File: config.mk
export PLATFORM = sky130hd
export DESIGN_NAME = cppt_edge_unit
export DESIGN_NICKNAME = d
export VERILOG_FILES = /design/src/hdl/cppt_pkg.sv /design/src/hdl/cppt_edge_unit.sv
export SDC_FILE = /design/constraint.sdc
export NUM_CORES = 1
export LEC_CHECK = 0
export ABC_AREA = 1
export BUFFER_PORTS_ARGS = -buffer_cell sky130_fd_sc_hd__buf_2
export CORE_MARGIN = 5
export CORE_UTILIZATION = 30
export DETAILED_ROUTE_END_ITERATION = 7
export GPL_TIMING_DRIVEN = 1
export PLACE_DENSITY = 0.45
export SLEW_MARGIN = 30
export SYNTH_ARGS = -nofsm -noshare
export SYNTH_HDL_FRONTEND = slang
export SYNTH_SLANG_ARGS = --single-unit
File: constraint.sdc
create_clock -name clock -period 7.66 [get_ports clock]
set_clock_uncertainty 0.15 [all_clocks]
set_input_delay 1.532 -clock clock [delete_from_list [all_inputs] [get_ports clock]]
set_output_delay 1.532 -clock clock [all_outputs]
set_load 0.01 [all_outputs]
File: src/hdl/cppt_pkg.sv
// Constants and types shared by the polygon test block.
`default_nettype none

package cppt_pkg;

   localparam int MAX_VERTICES = 8;
   localparam int MIN_VERTICES = 3;

   localparam int COORD_W = 12;
   localparam int DIFF_W  = COORD_W + 1;
   localparam int PROD_W  = 2 * DIFF_W;
   localparam int CROSS_W = PROD_W + 1;
   localparam int VTX_W   = 2 * COORD_W;

   localparam int SLOT_W = 3;
   localparam int IDX_W  = (MAX_VERTICES > 1) ? $clog2(MAX_VERTICES) : 1;
   localparam int CNT_W  = $clog2(MAX_VERTICES + 1);
   localparam int VC_W   = 4;
   localparam int CMP_W  = (CNT_W > VC_W) ? CNT_W : VC_W;

   localparam logic OP_LOAD = 1'b0;
   localparam logic OP_TEST = 1'b1;

   localparam logic [0:0] REG_VERTEX_COUNT = 1'b0;

   // Tag carried alongside one edge through the datapath.
   typedef struct packed {
      logic vld;
      logic first;
      logic last;
   } cppt_tag_type;

   // Verdict of one test point.
   typedef struct packed {
      logic vld;
      logic hit;
   } cppt_result_type;

endpackage

`default_nettype wire

File: src/hdl/cppt_edge_unit.sv
// Edge datapath: differences, cross product, sign check and verdict.
`default_nettype none

module cppt_edge_unit (
   input  wire logic                                 clock,
   input  wire logic                                 reset,
   input  wire cppt_pkg::cppt_tag_type               edge_tag,
   input  wire logic signed [cppt_pkg::COORD_W-1:0]  a_x,
   input  wire logic signed [cppt_pkg::COORD_W-1:0]  a_y,
   input  wire logic signed [cppt_pkg::COORD_W-1:0]  b_x,
   input  wire logic signed [cppt_pkg::COORD_W-1:0]  b_y,
   input  wire logic signed [cppt_pkg::COORD_W-1:0]  p_x,
   input  wire logic signed [cppt_pkg::COORD_W-1:0]  p_y,
   output cppt_pkg::cppt_result_type                 result
);

   cppt_pkg::cppt_tag_type d_tag_ff, m_tag_ff;
   logic signed [cppt_pkg::DIFF_W-1:0]  ex_ff, ey_ff, dx_ff, dy_ff;
   logic signed [cppt_pkg::PROD_W-1:0]  p1_ff, p2_ff;
   logic signed [cppt_pkg::CROSS_W-1:0] cross_sum;
   logic nonneg;
   logic first_nonneg_ff, first_nonneg_in;
   logic ok_ff, ok_in;
   cppt_pkg::cppt_result_type result_ff, result_in;

   // Stage D: edge vector and point offset.
   always_ff @(posedge clock) begin
      ex_ff <= cppt_pkg::DIFF_W'(b_x) - cppt_pkg::DIFF_W'(a_x);
      ey_ff <= cppt_pkg::DIFF_W'(b_y) - cppt_pkg::DIFF_W'(a_y);
      dx_ff <= cppt_pkg::DIFF_W'(p_x) - cppt_pkg::DIFF_W'(a_x);
      dy_ff <= cppt_pkg::DIFF_W'(p_y) - cppt_pkg::DIFF_W'(a_y);
      // Stage M: the two partial products.
      p1_ff <= cppt_pkg::PROD_W'(ex_ff) * cppt_pkg::PROD_W'(dy_ff);
      p2_ff <= cppt_pkg::PROD_W'(ey_ff) * cppt_pkg::PROD_W'(dx_ff);
   end

   assign cross_sum = cppt_pkg::CROSS_W'(p1_ff) - cppt_pkg::CROSS_W'(p2_ff);
   assign nonneg    = ~cross_sum[cppt_pkg::CROSS_W-1];

   // Stage S: latch the first edge's sign, clear ok on any mismatch.
   always_comb begin
      first_nonneg_in = first_nonneg_ff;
      ok_in           = ok_ff;
      result_in       = '0;
      if (m_tag_ff.vld) begin
         if (m_tag_ff.first) begin
            first_nonneg_in = nonneg;
            ok_in           = 1'b1;
         end else begin
            ok_in = ok_ff & (nonneg == first_nonneg_ff);
         end
         if (m_tag_ff.last) begin
            result_in.vld = 1'b1;
            result_in.hit = ok_in;
         end
      end
   end

   always_ff @(posedge clock) begin
      if (reset) begin
         d_tag_ff  <= '0;
         m_tag_ff  <= '0;
         result_ff <= '0;
         ok_ff     <= 1'b0;
      end else begin
         d_tag_ff  <= edge_tag;
         m_tag_ff  <= d_tag_ff;
         result_ff <= result_in;
         ok_ff     <= ok_in;
      end
      first_nonneg_ff <= first_nonneg_in;
   end

   assign result = result_ff;

endmodule

`default_nettype wire

==> out/qor.yml <==
outcome:
  status: "finished clean"
cts:
  clk_pin_slew_worst_paths_ps: 60
  cts_setup_buffers: 0
  htreeDepth: 4
  cts_hold_buffers: 0
  cts_num_sinks: 114
  root_buffer: "clkbuf_16"
  clk_path_buf_depth: 2
  cts_tree: "done"
  clk_latency_ps: 450
  ctsResizeCount: 0
  cts_buffers: 17
sta:
  tightest_slew_ps: 723.1
  fmax_mhz: 164.2
  slew-limit-headroom_pct: 51.73
  rsz0062_at_grt: "no"
  finalCritPeriodShare_pct: 79.49
  setup_tns_ps: 0
  setup_violations: 0
  final_hold_viol_count: 0
  post-route-min-period_ps: 6089
  slew_viol_final: 0
floorplan:
  start_util_pct: 30.34
  coreArea_mm2: 0.06036
  die_width_um: 257.1
  die_h_um: 257.1
  die_area_mm2: 0.06609
  ios: 79
  rows: 90
drt:
  finalWirelength_mm: 45.22
  vias_per_cell: 4.374
  highest_layer: "met5"
  drt_iter0_markers: 510
  drtAntennaViolNets: 0
  routed-wl-met3_mm: 1.709
  wl_met1_mm: 21.12
  drc_errors: 0
  wl_per_cell_um: 14.80
  first_pass_iters: 5
  wl_met2_mm: 21.27
  vias: 13370
synth:
  ys_top_cells_by_count: "637 x inv_1, 464 x nand2_1, 328 x fa_1, 207 x ha_1, 113 x dfxtp_1"
  synth_area_leaders: "fa_1 36%, ha_1 14%, inv_1 13%, dfxtp_1 12%, nand2_1 9.5%"
  syn_nets: 2823
  ys_ff_latch: 114
  synth_edf_count: 1
  synth.largest_area_cell: "fa_1"
  seq_area_frac_synth_pct: 12.52
  yosys_warnings: 0
  yosysMostFrequentCell: "inv_1"
  synth_ff_type: "dfxtp_1"
  avgSynthCellArea_um2: 8.283
  async_reset_ff_share_pct: 0
  ys_types: 42
  netlist_area_mm2: 0.01831
  netlist.area_leader.share_pct: 35.85
  synthCells: 2211
cells_and_area:
  fillers: 6380
  syn2layout_area_growth_pct: 9.770
  drive_gt1_share_pct: 6.118
  nNetsFinal: 2871
  stdcell_count: 3056
  design_area_mm2: 0.02010
global_route:
  track_usage_pct: 14.32
  grt_max_degree: 17
  grt_pass1_vias: 14630
  antenna_found_initial: 4
  grt_remaining_overflow: 0
  grt_pass1_wl_mm: 75.82
placed_design:
  placed_cells_incl_taps: 3022
  gp_congestion: 0.8363
  place_hpwl_mm: 39.51
  place_area_mm2: 0.01951
  portBuffers: 78
setup_path:
  cp.required_ps: 7850
  crit_fanout: 13
  cp-start-kind: "register"
  arrival_ps: 6280
  critPathKind: "register to register"
  cp-end-kind: "register"
flow_run:
  drv_cap: 0
hold_path:
  min_path_type: "register to register"
## registers in the layout, summed over array words and instances, names as in the netlist, 3 cells and up
register and count:
p1_ff 26, m_tag_ff 3, ex_ff 13, dx_ff 13, d_tag_ff 3, p2_ff 26, ey_ff 13, dy_ff 13
## layout by cell type (no fill, tap or decap), types with 39 or more instances in the layout
master / n
dfxtp_1: 113
nor2_1: 72
a21oi_1: 82
xnor2_1: 39
xor2_1: 55
nand2_1: 464
inv_1: 637
buf_2: 78
ha_1: 207
fa_1: 328
## critical path: stages (launching register included)
cell and delay, ps:
dfxtp_1 720, nand2_1 270, fa_1 580, inv_1 120, fa_1 610, inv_1 100, fa_1 510, inv_1 60
fa_1 470, inv_1 50, fa_1 470, inv_1 40, ha_1 260, ha_1 360, nand2_1 120, nor4_1 480
nand4_1 190, nand3_1 210, nand2_1 90, nand3_1 90, nand2_1 50
## worst paths after layout
path	start	endpoint	slack, ps	cells after the start
max reg2reg	dx_ff[4]	p2_ff[25]	1570	20
max	dx_ff[4]	p2_ff[25]	1570	20
min reg2reg	d_tag_ff[0]	m_tag_ff[0]	260	2
min	d_tag_ff[0]	m_tag_ff[0]	260	2
## stage by stage
step / worst slack, ps / hold slack (ps) / util [%]
final: 1571 / 256.2 / 33.31
after global routing: 1127 / 272.1 / 33.30
after CTS: 1506 / 257.9 / 33.30
after detailed placement: 1520 / 246.4 / 32.33
after global placement: 1564 / 245.0 / 32.33
after floorplan: 2336 / 238.3 / -
## metal layers
metal	vias to the layer above	track usage, %
li1	6581	-
met1	6514	18.95
met2	209	24.01
met3	61	2.510
met4	2	4.444
met5	-	0
## kinds of logic after synthesis
group                    after synthesis  share of synthesized area (%)
buffers and inverters                690                          14.14
XOR/XNOR                              94                          4.495
adder cells (fa/ha/maj)              535                          50.00
AND/OR/NAND/NOR                      605                          13.10
AO/OA/AOI/OAI                        173                          5.753
flip-flops                           114                          12.52
## final cells by class
type                       count  area, µm²  area share (%)
tap                          782      978.4           4.867
sequential                   114       2292           11.40
inverter                     637       2391           11.89
clock inverter                15      158.9          0.7904
clock buffer                  17      425.4           2.116
timing repair buffer          82      420.4           2.091
antenna                        2      5.005         0.02490
multi-input combinational   1407      13430           66.81
Power is not shown: default switching activity piles up to over one toggle a cycle in this logic, so the estimate is an artifact.
